==> src/rtl/core/gas_level_indicator_with_calibration_assert.svh <==
// Assertion helpers shared by the RTL of the gas level indicator.
`ifndef GAS_LEVEL_INDICATOR_WITH_CALIBRATION_ASSERT_SVH
`define GAS_LEVEL_INDICATOR_WITH_CALIBRATION_ASSERT_SVH

// The consequent must hold in the same cycle as the antecedent.
`define GLI_ASSERT_NOW(lbl, clk, rst_n, ante, cons, msg) \
    lbl: assert property (@(posedge clk) disable iff (!rst_n) (ante) |-> (cons)) \
        else $error(msg);

// The consequent must hold in the cycle after the antecedent.
`define GLI_ASSERT_NEXT(lbl, clk, rst_n, ante, cons, msg) \
    lbl: assert property (@(posedge clk) disable iff (!rst_n) (ante) |=> (cons)) \
        else $error(msg);

`endif

==> src/rtl/core/gli_pkg.sv <==
`default_nettype none

package gli_pkg;

    localparam int SAMPLE_BITS_DEF = 10;
    localparam int LEVEL_BITS      = 4;
    localparam int ZONE_BITS       = 2;
    localparam int FB_BITS         = 3;
    localparam int PRESS_BITS      = 16;
    localparam int CFG_IDX_BITS    = 8;
    localparam int CFG_DATA_BITS   = 16;

    // The level span 9 - 1 = 8 is a power of two, so scaling is a shift.
    localparam int SCALE_SHIFT = 3;
    localparam int QUO_BITS    = SCALE_SHIFT + 1;
    localparam int STEP_BITS   = 2;
    localparam logic [QUO_BITS-1:0]   QUO_MAX   = QUO_BITS'(1 << SCALE_SHIFT);
    localparam logic [LEVEL_BITS-1:0] LEVEL_MIN = LEVEL_BITS'(1);
    localparam logic [LEVEL_BITS-1:0] LEVEL_MAX = LEVEL_BITS'(9);

    localparam logic [CFG_IDX_BITS-1:0] CFG_LOW_LEVEL   = CFG_IDX_BITS'(0);
    localparam logic [CFG_IDX_BITS-1:0] CFG_HIGH_LEVEL  = CFG_IDX_BITS'(1);
    localparam logic [CFG_IDX_BITS-1:0] CFG_LONG_PRESS  = CFG_IDX_BITS'(2);
    localparam logic [CFG_IDX_BITS-1:0] CFG_RESET_PRESS = CFG_IDX_BITS'(3);

    localparam logic [LEVEL_BITS-1:0] LOW_LEVEL_RST   = LEVEL_BITS'(4);
    localparam logic [LEVEL_BITS-1:0] HIGH_LEVEL_RST  = LEVEL_BITS'(7);
    localparam logic [PRESS_BITS-1:0] LONG_PRESS_RST  = PRESS_BITS'(10);
    localparam logic [PRESS_BITS-1:0] RESET_PRESS_RST = PRESS_BITS'(100);

    typedef enum logic [ZONE_BITS-1:0] {
        ZONE_GREEN,
        ZONE_YELLOW,
        ZONE_RED
    } t_zone;

    typedef enum logic [FB_BITS-1:0] {
        FB_NONE,
        FB_DEFAULTS,
        FB_HIGH_SET,
        FB_LOW_SET,
        FB_REJECTED
    } t_feedback;

    typedef enum logic [2:0] {
        ST_IDLE,
        ST_CAL,
        ST_PREP,
        ST_DIV,
        ST_ZONE,
        ST_OUT
    } t_state;

    typedef struct packed {
        logic [LEVEL_BITS-1:0] low_level;
        logic [LEVEL_BITS-1:0] high_level;
        logic [PRESS_BITS-1:0] long_press;
        logic [PRESS_BITS-1:0] reset_press;
    } t_cfg;

endpackage

`default_nettype wire

==> src/rtl/core/gli_if.sv <==
`default_nettype none

interface gli_in_if #(
    parameter int SAMPLE_BITS = gli_pkg::SAMPLE_BITS_DEF
);
    logic                   valid;
    logic                   ready;
    logic [SAMPLE_BITS-1:0] sample;
    logic                   button_pressed;

    modport source (output valid, output sample, output button_pressed, input ready);
    modport sink   (input valid, input sample, input button_pressed, output ready);
endinterface

interface gli_out_if #(
    parameter int SAMPLE_BITS = gli_pkg::SAMPLE_BITS_DEF
);
    logic                            valid;
    logic                            ready;
    logic [gli_pkg::ZONE_BITS-1:0]   zone;
    logic [gli_pkg::LEVEL_BITS-1:0]  level;
    logic [gli_pkg::FB_BITS-1:0]     feedback;
    logic [SAMPLE_BITS-1:0]          cal_low_out;
    logic [SAMPLE_BITS-1:0]          cal_high_out;

    modport source (output valid, output zone, output level, output feedback,
                    output cal_low_out, output cal_high_out, input ready);
    modport sink   (input valid, input zone, input level, input feedback,
                    input cal_low_out, input cal_high_out, output ready);
endinterface

interface gli_cfg_if;
    logic                               valid;
    logic                               ready;
    logic [gli_pkg::CFG_IDX_BITS-1:0]   index;
    logic [gli_pkg::CFG_DATA_BITS-1:0]  data;

    modport source (output valid, output index, output data, input ready);
    modport sink   (input valid, input index, input data, output ready);
endinterface

`default_nettype wire

==> src/rtl/core/gas_level_indicator_with_calibration.sv <==
// Gas level indicator with push-button calibration.
//
// Input channel i_in carries one beat per sensor tick: the sample and the
// button level. Output channel o_out returns exactly one beat per input
// beat: zone, level 1..9, calibration feedback and both calibration points.
// Configuration writes on i_cfg (index 0 low_level, 1 high_level,
// 2 long_press_ticks, 3 reset_press_ticks) are always accepted; they must
// only be issued while no beat is in flight.
//
// One beat is processed at a time. After acceptance the sequencer steps
// through the press counter and calibration update, clamping, the
// compare/subtract divider (four quotient bits, one per cycle, then a step
// to hand the quotient over), the zone decision and loading the output
// register. Only then does it return to idle and accept the next beat.
//
// When the receiver stalls, the next beat is still accepted and computed; the
// sequencer then waits in its final step until the output register is free.
// Synchronous reset restores the default thresholds and calibration span,
// clears the press counter, sets the last zone to green and empties o_out.
`default_nettype none

`include "gas_level_indicator_with_calibration_assert.svh"

module gas_level_indicator_with_calibration #(
    parameter int SAMPLE_BITS = gli_pkg::SAMPLE_BITS_DEF
) (
    input  wire logic  i_clk,
    input  wire logic  i_rst_n,
    gli_in_if.sink     i_in,
    gli_out_if.source  o_out,
    gli_cfg_if.sink    i_cfg
);

    localparam int NUM_BITS = SAMPLE_BITS + gli_pkg::SCALE_SHIFT;
    localparam int LB       = gli_pkg::LEVEL_BITS;

    gli_pkg::t_cfg      w_cfg;
    gli_pkg::t_state    r_state;
    gli_pkg::t_state    n_state;

    // Item registers.
    logic [SAMPLE_BITS-1:0]         r_sample;
    logic                           r_btn;
    gli_pkg::t_feedback             r_fb;
    logic                           r_empty;
    logic [LB-1:0]                  r_level;
    gli_pkg::t_zone                 r_zone;

    // Persistent state.
    logic [SAMPLE_BITS-1:0]         r_cal_low;
    logic [SAMPLE_BITS-1:0]         r_cal_high;
    logic [gli_pkg::PRESS_BITS-1:0] r_press;
    gli_pkg::t_zone                 r_last_zone;

    logic [SAMPLE_BITS-1:0]         n_cal_low;
    logic [SAMPLE_BITS-1:0]         n_cal_high;
    logic [gli_pkg::PRESS_BITS-1:0] n_press;
    gli_pkg::t_feedback             n_fb;

    // Output register.
    logic                           r_out_valid;
    gli_pkg::t_zone                 r_out_zone;
    logic [LB-1:0]                  r_out_level;
    gli_pkg::t_feedback             r_out_fb;
    logic [SAMPLE_BITS-1:0]         r_out_low;
    logic [SAMPLE_BITS-1:0]         r_out_high;

    logic                           w_in_ready;
    logic                           w_div_start;
    logic                           w_out_load;
    logic                           w_div_done;
    logic [gli_pkg::QUO_BITS-1:0]   w_quo;
    logic [SAMPLE_BITS-1:0]         w_floor;
    logic [SAMPLE_BITS-1:0]         w_clamped;
    logic [NUM_BITS-1:0]            w_num;
    logic [SAMPLE_BITS-1:0]         w_den;
    logic [LB-1:0]                  w_level;
    logic [LB:0]                    w_lo_cmp;
    logic [LB:0]                    w_hi_cmp;
    gli_pkg::t_zone                 w_zone;

    gli_cfg u_cfg (
        .i_clk   (i_clk),
        .i_rst_n (i_rst_n),
        .i_cfg   (i_cfg),
        .o_cfg   (w_cfg)
    );

    gli_div #(
        .SAMPLE_BITS (SAMPLE_BITS)
    ) u_div (
        .i_clk   (i_clk),
        .i_rst_n (i_rst_n),
        .i_start (w_div_start),
        .i_num   (w_num),
        .i_den   (w_den),
        .o_done  (w_div_done),
        .o_quo   (w_quo)
    );

    // Sequencer: next state.
    always_comb begin
        n_state = r_state;
        unique case (r_state)
            gli_pkg::ST_IDLE: begin
                if (i_in.valid) begin
                    n_state = gli_pkg::ST_CAL;
                end
            end
            gli_pkg::ST_CAL: begin
                n_state = gli_pkg::ST_PREP;
            end
            gli_pkg::ST_PREP: begin
                n_state = gli_pkg::ST_DIV;
            end
            gli_pkg::ST_DIV: begin
                if (w_div_done) begin
                    n_state = gli_pkg::ST_ZONE;
                end
            end
            gli_pkg::ST_ZONE: begin
                n_state = gli_pkg::ST_OUT;
            end
            gli_pkg::ST_OUT: begin
                if (!r_out_valid || o_out.ready) begin
                    n_state = gli_pkg::ST_IDLE;
                end
            end
            default: begin
                n_state = gli_pkg::ST_IDLE;
            end
        endcase
    end

    // Sequencer: control outputs.
    always_comb begin
        w_in_ready  = (r_state == gli_pkg::ST_IDLE);
        w_div_start = (r_state == gli_pkg::ST_PREP);
        w_out_load  = (r_state == gli_pkg::ST_OUT) && (!r_out_valid || o_out.ready);
    end

    always_ff @(posedge i_clk) begin
        if (!i_rst_n) begin
            r_state <= gli_pkg::ST_IDLE;
        end else begin
            r_state <= n_state;
        end
    end

    // Press counter and release action. A held button counts up and
    // saturates; the release tick decides by press length which action
    // runs, the set actions using this tick's sample.
    always_comb begin
        n_press    = r_press;
        n_cal_low  = r_cal_low;
        n_cal_high = r_cal_high;
        n_fb       = gli_pkg::FB_NONE;
        if (r_btn) begin
            if (!(&r_press)) begin
                n_press = r_press + 1'b1;
            end
        end else if (r_press != '0) begin
            priority if (r_press > w_cfg.reset_press) begin
                n_cal_low  = '0;
                n_cal_high = '1;
                n_fb       = gli_pkg::FB_DEFAULTS;
            end else if (r_press > w_cfg.long_press) begin
                if (r_sample > r_cal_low) begin
                    n_cal_high = r_sample;
                    n_fb       = gli_pkg::FB_HIGH_SET;
                end else begin
                    n_fb = gli_pkg::FB_REJECTED;
                end
            end else begin
                if (r_sample < r_cal_high) begin
                    n_cal_low = r_sample;
                    n_fb      = gli_pkg::FB_LOW_SET;
                end else begin
                    n_fb = gli_pkg::FB_REJECTED;
                end
            end
            n_press = '0;
        end
    end

    // Clamp the sample into the calibration span; the divider then finds
    // (sample - low) * 8 / (high - low).
    assign w_floor   = (r_sample < r_cal_low) ? r_cal_low : r_sample;
    assign w_clamped = (w_floor > r_cal_high) ? r_cal_high : w_floor;
    assign w_num     = {w_clamped - r_cal_low, gli_pkg::SCALE_SHIFT'(0)};
    assign w_den     = r_cal_high - r_cal_low;

    // An empty span cannot be reached from reset but still reads as level 1.
    assign w_level = r_empty ? gli_pkg::LEVEL_MIN : (LB'(w_quo) + gli_pkg::LEVEL_MIN);

    // Hysteresis: each bound drops by one while the last zone is the one just above it.
    // Adding one to the level instead keeps the compare unsigned.
    assign w_lo_cmp = {1'b0, w_level} + (LB+1)'(r_last_zone == gli_pkg::ZONE_YELLOW);
    assign w_hi_cmp = {1'b0, w_level} + (LB+1)'(r_last_zone == gli_pkg::ZONE_RED);

    always_comb begin
        priority if (w_lo_cmp < {1'b0, w_cfg.low_level}) begin
            w_zone = gli_pkg::ZONE_GREEN;
        end else if (w_hi_cmp < {1'b0, w_cfg.high_level}) begin
            w_zone = gli_pkg::ZONE_YELLOW;
        end else begin
            w_zone = gli_pkg::ZONE_RED;
        end
    end

    // Calibration, press counter and zone history.
    always_ff @(posedge i_clk) begin
        if (!i_rst_n) begin
            r_cal_low   <= '0;
            r_cal_high  <= '1;
            r_press     <= '0;
            r_last_zone <= gli_pkg::ZONE_GREEN;
        end else begin
            if (r_state == gli_pkg::ST_CAL) begin
                r_cal_low  <= n_cal_low;
                r_cal_high <= n_cal_high;
                r_press    <= n_press;
            end
            if (r_state == gli_pkg::ST_ZONE) begin
                r_last_zone <= w_zone;
            end
        end
    end

    // Per-item payload.
    always_ff @(posedge i_clk) begin
        if (w_in_ready && i_in.valid) begin
            r_sample <= i_in.sample;
            r_btn    <= i_in.button_pressed;
        end
        if (r_state == gli_pkg::ST_CAL) begin
            r_fb <= n_fb;
        end
        if (r_state == gli_pkg::ST_PREP) begin
            r_empty <= (r_cal_high <= r_cal_low);
        end
        if (r_state == gli_pkg::ST_ZONE) begin
            r_level <= w_level;
            r_zone  <= w_zone;
        end
    end

    // Output register.
    always_ff @(posedge i_clk) begin
        if (!i_rst_n) begin
            r_out_valid <= 1'b0;
        end else if (w_out_load) begin
            r_out_valid <= 1'b1;
        end else if (o_out.ready) begin
            r_out_valid <= 1'b0;
        end
    end

    always_ff @(posedge i_clk) begin
        if (w_out_load) begin
            r_out_zone  <= r_zone;
            r_out_level <= r_level;
            r_out_fb    <= r_fb;
            r_out_low   <= r_cal_low;
            r_out_high  <= r_cal_high;
        end
    end

    assign i_in.ready         = w_in_ready;
    assign o_out.valid        = r_out_valid;
    assign o_out.zone         = r_out_zone;
    assign o_out.level        = r_out_level;
    assign o_out.feedback     = r_out_fb;
    assign o_out.cal_low_out  = r_out_low;
    assign o_out.cal_high_out = r_out_high;

    `GLI_ASSERT_NEXT(a_accept_starts, i_clk, i_rst_n, i_in.valid && w_in_ready, r_state == gli_pkg::ST_CAL, "accepted beat did not start the sequence")
    `GLI_ASSERT_NOW(a_cal_order, i_clk, i_rst_n, 1'b1, r_cal_low < r_cal_high, "calibration span collapsed")
    `GLI_ASSERT_NOW(a_level_range, i_clk, i_rst_n, r_out_valid, (r_out_level >= gli_pkg::LEVEL_MIN) && (r_out_level <= gli_pkg::LEVEL_MAX), "level out of range")

endmodule

`default_nettype wire

==> src/rtl/core/gli_cfg.sv <==
`default_nettype none

module gli_cfg (
    input  wire logic     i_clk,
    input  wire logic     i_rst_n,
    gli_cfg_if.sink       i_cfg,
    output gli_pkg::t_cfg o_cfg
);

    gli_pkg::t_cfg r_cfg;

    // Writes are always taken; an index past the register list is dropped.
    assign i_cfg.ready = 1'b1;
    assign o_cfg       = r_cfg;

    always_ff @(posedge i_clk) begin
        if (!i_rst_n) begin
            r_cfg.low_level   <= gli_pkg::LOW_LEVEL_RST;
            r_cfg.high_level  <= gli_pkg::HIGH_LEVEL_RST;
            r_cfg.long_press  <= gli_pkg::LONG_PRESS_RST;
            r_cfg.reset_press <= gli_pkg::RESET_PRESS_RST;
        end else if (i_cfg.valid) begin
            unique case (i_cfg.index)
                gli_pkg::CFG_LOW_LEVEL: begin
                    r_cfg.low_level <= i_cfg.data[gli_pkg::LEVEL_BITS-1:0];
                end
                gli_pkg::CFG_HIGH_LEVEL: begin
                    r_cfg.high_level <= i_cfg.data[gli_pkg::LEVEL_BITS-1:0];
                end
                gli_pkg::CFG_LONG_PRESS: begin
                    r_cfg.long_press <= i_cfg.data[gli_pkg::PRESS_BITS-1:0];
                end
                gli_pkg::CFG_RESET_PRESS: begin
                    r_cfg.reset_press <= i_cfg.data[gli_pkg::PRESS_BITS-1:0];
                end
                default: begin
                end
            endcase
        end
    end

endmodule

`default_nettype wire

==> src/rtl/core/gli_div.sv <==
`default_nettype none

`include "gas_level_indicator_with_calibration_assert.svh"

// Restoring divider for a quotient of at most QUO_MAX: one compare and
// subtract per cycle, most significant quotient bit first.
module gli_div #(
    parameter int SAMPLE_BITS = gli_pkg::SAMPLE_BITS_DEF
) (
    input  wire logic                              i_clk,
    input  wire logic                              i_rst_n,
    input  wire logic                              i_start,
    input  wire logic [SAMPLE_BITS+gli_pkg::SCALE_SHIFT-1:0] i_num,
    input  wire logic [SAMPLE_BITS-1:0]            i_den,
    output logic                                   o_done,
    output logic [gli_pkg::QUO_BITS-1:0]           o_quo
);

    localparam int NUM_BITS = SAMPLE_BITS + gli_pkg::SCALE_SHIFT;

    logic                             r_busy;
    logic                             r_done;
    logic [gli_pkg::STEP_BITS-1:0]    r_step;
    logic [NUM_BITS-1:0]              r_rem;
    logic [NUM_BITS-1:0]              r_den;
    logic [gli_pkg::QUO_BITS-1:0]     r_quo;
    logic [NUM_BITS-1:0]              w_shifted;
    logic                             w_fits;

    assign w_shifted = r_den << r_step;
    assign w_fits    = (r_rem >= w_shifted);
    assign o_done    = r_done;
    assign o_quo     = r_quo;

    always_ff @(posedge i_clk) begin
        if (!i_rst_n) begin
            r_busy <= 1'b0;
            r_done <= 1'b0;
            r_step <= '0;
        end else begin
            r_done <= 1'b0;
            if (i_start) begin
                r_busy <= 1'b1;
                r_step <= gli_pkg::STEP_BITS'(gli_pkg::QUO_BITS - 1);
            end else if (r_busy) begin
                r_step <= r_step - 1'b1;
                if (r_step == '0) begin
                    r_busy <= 1'b0;
                    r_done <= 1'b1;
                end
            end
        end
    end

    always_ff @(posedge i_clk) begin
        if (i_start) begin
            r_rem <= i_num;
            r_den <= NUM_BITS'(i_den);
            r_quo <= '0;
        end else if (r_busy && w_fits) begin
            r_rem         <= r_rem - w_shifted;
            r_quo[r_step] <= 1'b1;
        end
    end

    `GLI_ASSERT_NOW(a_start_idle, i_clk, i_rst_n, i_start, !r_busy, "divider restarted while busy")
    `GLI_ASSERT_NOW(a_quo_range, i_clk, i_rst_n, r_done, r_quo <= gli_pkg::QUO_MAX, "quotient past span")

endmodule

`default_nettype wire

==> src/flat_wrapper.sv <==
// flat-port wrapper written by rule: the top's interface ports become plain ports
module gas_level_indicator_with_calibration_flat 
#(
    parameter int SAMPLE_BITS = gli_pkg::SAMPLE_BITS_DEF
)
  (i_clk, i_rst_n, i_in_valid, i_in_sample, i_in_button_pressed, i_in_ready, o_out_valid, o_out_zone, o_out_level, o_out_feedback, o_out_cal_low_out, o_out_cal_high_out, o_out_ready, i_cfg_valid, i_cfg_index, i_cfg_data, i_cfg_ready);
  gli_in_if #(.SAMPLE_BITS(SAMPLE_BITS)) i_in_i ();
  gli_out_if #(.SAMPLE_BITS(SAMPLE_BITS)) o_out_i ();
  gli_cfg_if i_cfg_i ();
  input  wire logic i_clk;
  input  wire logic i_rst_n;
  input wire logic [$bits(i_in_i.valid)-1:0] i_in_valid;
  input wire logic [$bits(i_in_i.sample)-1:0] i_in_sample;
  input wire logic [$bits(i_in_i.button_pressed)-1:0] i_in_button_pressed;
  output wire logic [$bits(i_in_i.ready)-1:0] i_in_ready;
  output wire logic [$bits(o_out_i.valid)-1:0] o_out_valid;
  output wire logic [$bits(o_out_i.zone)-1:0] o_out_zone;
  output wire logic [$bits(o_out_i.level)-1:0] o_out_level;
  output wire logic [$bits(o_out_i.feedback)-1:0] o_out_feedback;
  output wire logic [$bits(o_out_i.cal_low_out)-1:0] o_out_cal_low_out;
  output wire logic [$bits(o_out_i.cal_high_out)-1:0] o_out_cal_high_out;
  input wire logic [$bits(o_out_i.ready)-1:0] o_out_ready;
  input wire logic [$bits(i_cfg_i.valid)-1:0] i_cfg_valid;
  input wire logic [$bits(i_cfg_i.index)-1:0] i_cfg_index;
  input wire logic [$bits(i_cfg_i.data)-1:0] i_cfg_data;
  output wire logic [$bits(i_cfg_i.ready)-1:0] i_cfg_ready;
  assign i_in_i.valid = i_in_valid;
  assign i_in_i.sample = i_in_sample;
  assign i_in_i.button_pressed = i_in_button_pressed;
  assign i_in_ready = i_in_i.ready;
  assign o_out_valid = o_out_i.valid;
  assign o_out_zone = o_out_i.zone;
  assign o_out_level = o_out_i.level;
  assign o_out_feedback = o_out_i.feedback;
  assign o_out_cal_low_out = o_out_i.cal_low_out;
  assign o_out_cal_high_out = o_out_i.cal_high_out;
  assign o_out_i.ready = o_out_ready;
  assign i_cfg_i.valid = i_cfg_valid;
  assign i_cfg_i.index = i_cfg_index;
  assign i_cfg_i.data = i_cfg_data;
  assign i_cfg_ready = i_cfg_i.ready;
  gas_level_indicator_with_calibration #(.SAMPLE_BITS(SAMPLE_BITS)) u_core (.i_clk(i_clk), .i_rst_n(i_rst_n), .i_in(i_in_i), .o_out(o_out_i), .i_cfg(i_cfg_i));
endmodule
==> config.mk <==
export PLATFORM = sky130hd
export DESIGN_NAME = gas_level_indicator_with_calibration_flat
export DESIGN_NICKNAME = d
export VERILOG_FILES = /design/src/rtl/core/gli_pkg.sv /design/src/rtl/core/gli_if.sv /design/src/rtl/core/gas_level_indicator_with_calibration.sv /design/src/rtl/core/gli_cfg.sv /design/src/rtl/core/gli_div.sv /design/src/flat_wrapper.sv
export VERILOG_INCLUDE_DIRS = /design/src /design/src/rtl/core
export SDC_FILE = /design/constraint.sdc
export NUM_CORES = 1
export LEC_CHECK = 0
export ABC_CLOCK_PERIOD_IN_PS = 6200
export BUFFER_PORTS_ARGS = -buffer_cell sky130_fd_sc_hd__buf_2
export CORE_ASPECT_RATIO = 0.8
export CORE_MARGIN = 2
export CORE_UTILIZATION = 55
export CTS_CLUSTER_SIZE = 14
export DETAILED_ROUTE_END_ITERATION = 12
export PLACE_DENSITY = 0.8
export SETUP_SLACK_MARGIN = 0.4
export SLEW_MARGIN = 20
export SYNTH_ARGS = -nofsm -noshare
export SYNTH_HDL_FRONTEND = slang
export SYNTH_SLANG_ARGS = --single-unit
export TNS_END_PERCENT = 1
==> constraint.sdc <==
create_clock -name i_clk -period 6.2 [get_ports i_clk]
set_input_delay 1.24 -clock i_clk [delete_from_list [all_inputs] [get_ports i_clk]]
set_output_delay 1.24 -clock i_clk [all_outputs]
set_load 0.01 [all_outputs]
Word-level counts from Yosys, hierarchy flattened
Index checks and enable logic that the tools add are counted.

storage, ports and cells
  register bits = 163
  input port bits = 40
  output and inout bits = 32
  logic and storage cells = 133

cells by class
  $add $sub $neg = 8
  $lt $le $gt $ge = 12
  eq/ne operators = 15
  shifts and indexed selects = 1
  muxes and demuxes = 34
  bitwise gates (word level) = 5
  reduce and logical (&&, ||, !) cells = 29

operators by type and width
  cell                     count
  $mux W10                 8
  $mux W16                 3
  $gt A16 B16 Y1           2
  $mux W13                 2
  $gt A10 B10 Y1           2
  $lt A10 B10 Y1           2
  $sub A10 B10 Y10         2
  $mux W3                  6
  $pmux W3 S6              1
  $add A16 B1 Y16 const B  1
  $eq A8 B2 Y1 const B     2
  $reduce_and A16 Y1       1
  $reduce_bool A16 Y1      1
  $reduce_bool A2 Y1       7
  $ge A13 B13 Y1           1
  $shl A10 B2 Y13          1
  $sub A13 B13 Y13         1
  $add A4 B1 Y5            2
  $le A10 B10 Y1           1
  $lt A5 B4 Y1             2
  $reduce_and A5 Y1        2
  $eq A8 B1 Y1 const B     1
  $logic_not A8 Y1         1
  $mux W1                  8
  25 further kinds         44

Longest topological paths before layout
  depth in word-level cells = 6
  depth in mapped cells = 25
  mapped depth without buffers = 23

Cells and area by module
Synthesis repeated with hierarchy kept, for this count alone.

second synthesis, totals
  cell total of the unflattened synthesis = 1063
  area total of the unflattened synthesis = 10104.7 um^2

modules (own cells, without submodules)
  module                                instances  cells an instance  area each (um^2)  seq. area each (um^2)
  gas_level_indicator_with_calibration  1          672                6247.2            2342.2
  gli_div                               1          230                2227.1            850.8
  gli_cfg                               1          161                1630.3            800.8

Worst setup path before layout
No wires, ideal clock.

  path kind = register -> register
  start = register u_core.r_sample[5]
  end = register u_core.u_div.r_rem[11], data pin
  setup time = 267 ps
  data arrival time = 5253 ps
  required time = 5933 ps
  setup slack = 680 ps
  stages on the path, launching flop included = 24
  buffers on the path = 2
  clock period less this slack = 5520 ps
  cells stage by stage = edfxtp_1 -> ha_1 -> a21oi_1 -> o21ai_0 -> a2111oi_2 -> buf_2 -> mux2_2 -> ha_1 -> a21oi_1 -> o21ai_0 -> a2111o_1 -> and2_1 -> clkbuf_1 -> mux2_2 -> ha_1 -> inv_1 -> fa_1 -> a21o_1 -> a21oi_1 -> nor2b_1 -> o21a_1 -> o41a_1 -> xnor2_1 -> o22ai_1

between the ends
  longest elaborated chain between the ends = 6

RTL lines
  what                    line                                         RTL
  start, declared         gas_level_indicator_with_calibration.sv:42   logic [SAMPLE_BITS-1:0] r_sample;
  start signal, assigned  gas_level_indicator_with_calibration.sv:233  r_sample <= i_in.sample;
  $lt A10 B10 Y1          gas_level_indicator_with_calibration.sv:188  assign w_floor = (r_sample < r_cal_low) ? r_cal_low : r_sample;
  $mux W10 (*)            gas_level_indicator_with_calibration.sv:188
  $gt A10 B10 Y1          gas_level_indicator_with_calibration.sv:189  assign w_clamped = (w_floor > r_cal_high) ? r_cal_high : w_floor;
  $mux W10 (*)            gas_level_indicator_with_calibration.sv:189
  $sub A10 B10 Y10 (*)    gas_level_indicator_with_calibration.sv:190  assign w_num = {w_clamped - r_cal_low, gli_pkg::SCALE_SHIFT'(0)};
  $mux W13 (*)            gli_div.sv:56                                if (i_start) begin
  end signal, assigned    gli_div.sv:57                                r_rem <= i_num;
  end signal, assigned    gli_div.sv:61                                r_rem <= r_rem - w_shifted;
  end, declared           gli_div.sv:24                                logic [NUM_BITS-1:0] r_rem;

Mark *: on every way between the ends. The rest lies on a longest branch, timed or not.
A chain may end at the register's enable or synchronous reset.

Final worst setup path
  start = register u_core.r_sample[7]
  end = register u_core.u_div.r_rem[11], data pin

Same word-level chain as after synthesis.

==> summary.txt <==
outcome: completed
Tot GR Track Use: 24.31%
Die H: 123.8 um
reg-to-reg startpoint: u_core.r_sample[7]$_DFFE_PP_
Combinational Power Share: 14.6%
global-route wire length before repair: 36740 um
achievable frequency: 178.6 MHz
Clock Power Share: 41.9%
syn_area_per_cell: 9.575 um^2
Worst Hold End: u_core.o_out.level[2]$_DFFE_PP_
Internal: 2.018 mW
IO Count: 72
final wirelength: 22410 um
Synth area leader: edfxtp_1
sequential share of the synthesized area: 40.19%
htree depth: 4
most frequent CP cell: ha_1
Yosys top cell area share: 21.31%
Ys Warns: 0
Post-synth EDFFs: 70
share of post-route cells with drive strength above 1: 13.66%
CP Class: reg -> reg
Max Fanout on Critical Path: 5
worst hold stages: 0
hold crit path type: reg -> reg
Worst VDD drop: 0.1811 mV
Critical Path RT: 6360 ps
relative slew slack: 35.08%
CP Depth: 22
crit-path max cell delay: 490 ps
Iteration-0 DRC Markers: 646
most common cell after layout, fill and taps aside: ha_1
R2R Path End: u_core.u_div.r_rem[11]$_DFFE_PP_
Critical-path top delay cell: edfxtp_1
sum of negative setup slack: 0 ps
Reg power frac: 43.5%
unrepaired setup endpoints after global routing: no
final net count: 1253
DR vias/cell: 5.754
die width: 153.7 um
count of cell types in the netlist: 70
Cell Chain, Critical Path: ha_1 > nand4_1 > inv_1 > a2111oi_4 > buf_4 > mux2_2 > ha_1 > a21oi_1 > o21ai_0 > a2111o_1 > and2_1 > mux2_2 > ha_1 > inv_1 > fa_1 > a21o_1 > a21oi_2 > nor2b_1 > o21a_1 > o41a_1 > xnor2_1 > o22ai_1
core area: 0.01743 mm^2
Pwr per Cell Area: 246.3 mW/mm^2
critical path endpoint category: register
Hold Crit Start: u_core.r_level[2]$_DFFE_PP_
GRT overflow: 0
Row Count: 43
vias in the first global route: 7185
Setup violations, final: 0
root buffer cell: clkbuf_16
buffer levels on the longest clock path: 2
number of port buffers: 70
Worst EP arrival: 5760 ps
TritonCTS clock tree: built
antenna viol nets, final: 0
CTS buffer count: 17
final worst-path setup slack: 600.7 ps
Syn Std Cell Area: 0.009862 mm^2
Place WS: 494.2 ps
most frequent cells in the layout: ha_1 (110), nand2_1 (106), dfxtp_1 (89), inv_1 (85)
total number of vias: 7699
startpoint types: register
initial antenna violation count: 0
cts hold-fix bufs: 0
Worst R2R Setup Slack: 600 ps
ys async rst share: 0%
Skew-Pair Late Insertion Delay: 430 ps
Main synth FF type: dfxtp_1
Tmin final: 5599 ps
actual slew at the worst max-slew pin: 971.5 ps
r2r worst-path depth: 22
first drt pass iteration count: 5
switching power: 725.8 uW
routability cong.: 0.9414
Max-Cap Viols: 0
Initial Util: 56.57%
top post-synthesis cells by area: edfxtp_1 (21%), dfxtp_1 (19%), ha_1 (14%)
Fin. Hold Viols: 0
final period utilization: 90.31%
leakage power: 4.693 nW
Clock transition at path regs: 70 ps
Cells after Synth: 1030
largest net degree at the start of global routing: 50
clock tree sinks: 163
Setup Skew: 9.337 ps
antenna cells: 0
Post-DP HPWL: 16560 um
Layout area overhead: 12.97%
max-slew violation count: 0
area of the die: 0.01902 mm^2
FF+latch count, synth: 163
Syn Nets: 1183
CP Buf/Inv Count: 3
Remaining DRCs: 0
DR WL/cell: 16.75 um
switching part of the total: 26.45%
kind of cell adding the most delay to the critical path: compound AO/OA/AOI/OAI gates
-- kinds of logic after synthesis --
group / synth area share (%)
fa+ha+maj: 14.56
flops: 40.19
xor+xnor: 3.730
mux: 6.673
other cells: 0.03802
buf+inv: 4.707
simple gates: 16.77
compound gates: 13.32
-- stage by stage --
stage | instances | hold slack [ps] | power [mW] | instance area, um^2 | utilization [%]
2_1_floorplan | 1030 | 400.3 | 1.498 | 9862 | -
3_3_place_gp | 1298 | 402.8 | 1.586 | 10410 | 59.69
3_5_place_dp | 1298 | 406.2 | 1.600 | 10410 | 59.69
4_1_cts | 1330 | 422.5 | 2.747 | 11050 | 63.39
5_1_grt | 1338 | 432.1 | 2.854 | 11140 | 63.91
6_report | 1338 | 420.9 | 2.744 | 11140 | 63.91
-- synthesized netlist by cell type, types with 2 or more instances --
| master | count |
|---|---|
| a2111o_1 | 2 |
| a211o_1 | 3 |
| a211oi_1 | 10 |
| a21boi_0 | 14 |
| a21boi_1 | 11 |
| a21o_1 | 16 |
| a21oi_1 | 57 |
| a221oi_1 | 5 |
| a31o_2 | 3 |
| a31oi_1 | 5 |
| and2_1 | 3 |
| and3_1 | 7 |
| and4_1 | 4 |
| buf_2 | 8 |
| buf_4 | 2 |
| clkbuf_1 | 22 |
| dfxtp_1 | 93 |
| edfxtp_1 | 70 |
| fa_1 | 3 |
| ha_1 | 110 |
| inv_1 | 85 |
| mux2_2 | 13 |
| mux2i_1 | 50 |
| nand2_1 | 106 |
| nand2b_1 | 13 |
| nand3_1 | 31 |
| nand4_1 | 8 |
| nor2_1 | 65 |
| nor2b_1 | 43 |
| nor3_1 | 15 |
| nor3b_1 | 10 |
| nor4_1 | 6 |
| o211ai_1 | 9 |
| o211ai_2 | 2 |
| o21a_1 | 6 |
| o21ai_0 | 31 |
| o21ai_1 | 4 |
| o21bai_1 | 2 |
| o22ai_1 | 4 |
| o41a_1 | 2 |
| or2_2 | 3 |
| or3_1 | 6 |
| xnor2_1 | 26 |
| xor2_1 | 16 |
-- area by class of cell --
type / instances / area [um^2]
flip-flops and latches: 163 / 3971
well taps: 225 / 281.5
fillers: 1435 / 6291
inverters: 86 / 322.8
repair buffers: 84 / 455.4
clock buffers: 17 / 425.4
clock inverters: 15 / 220.2
multi-input cells: 748 / 5464
-- power groups by stage --
stage	combinational, mW	sequential, mW	clock (mW)
after global placement	0.371	1.21	0
after CTS	0.389	1.19	1.16
final	0.400	1.19	1.15
after floorplan	0.298	1.20	0
after global routing	0.448	1.20	1.21
after detailed placement	0.383	1.22	0
-- state kept, by name, summed over array words and instances (netlist names), 10 cells and up --
register and count:
u_core.o_out.cal_high_out 10, u_core.o_out.cal_low_out 10, u_core.r_cal_high 10, u_core.r_cal_low 10, u_core.r_press 16, u_core.r_sample 10, u_core.u_cfg.o_cfg 40, u_core.u_div.r_den 10
u_core.u_div.r_rem 13
-- worst max-delay path by stage --
stage                                      start                               end  slack (ps)
finish              u_core.r_sample[7]$_DFFE_PP_  u_core.u_div.r_rem[11]$_DFFE_PP_         600
global route        u_core.r_sample[7]$_DFFE_PP_  u_core.u_div.r_rem[11]$_DFFE_PP_         340
global placement    u_core.r_sample[5]$_DFFE_PP_  u_core.u_div.r_rem[11]$_DFFE_PP_         670
floorplan           u_core.r_sample[5]$_DFFE_PP_  u_core.u_div.r_rem[11]$_DFFE_PP_         680
detailed placement  u_core.r_sample[5]$_DFFE_PP_  u_core.u_div.r_rem[11]$_DFFE_PP_         490
CTS                 u_core.r_sample[5]$_DFFE_PP_  u_core.u_div.r_rem[11]$_DFFE_PP_         460
-- layer usage --
| metal | routed length (um) | vias up | global-route usage (%) |
|---|---|---|---|
| met1 | 11070 | 3653 | 35.52 |
| met4 | 376 | 0 | 6.938 |
| met5 | 0 | - | 0 |
| li1 | - | 3798 | - |
| met2 | 9801 | 223 | 37.58 |
| met3 | 1163 | 25 | 3.932 |
-- worst reg2reg max path: stages (launching register included) --
cell,delay [ps]
edfxtp_1,490
ha_1,340
nand4_1,160
inv_1,110
a2111oi_4,400
buf_4,220
mux2_2,360
ha_1,310
a21oi_1,140
o21ai_0,100
a2111o_1,440
and2_1,180
mux2_2,240
ha_1,150
inv_1,60
fa_1,410
a21o_1,210
a21oi_2,180
nor2b_1,70
o21a_1,190
o41a_1,320
xnor2_1,160
o22ai_1,90
-- timing repair --
action / 4_1_cts / 5_1_grt
buffers inserted: 0 / 8
setup endpoints to repair: 0 / 3
resized for setup: 0 / 8
Note: power is estimated with default switching activity, not from simulation.
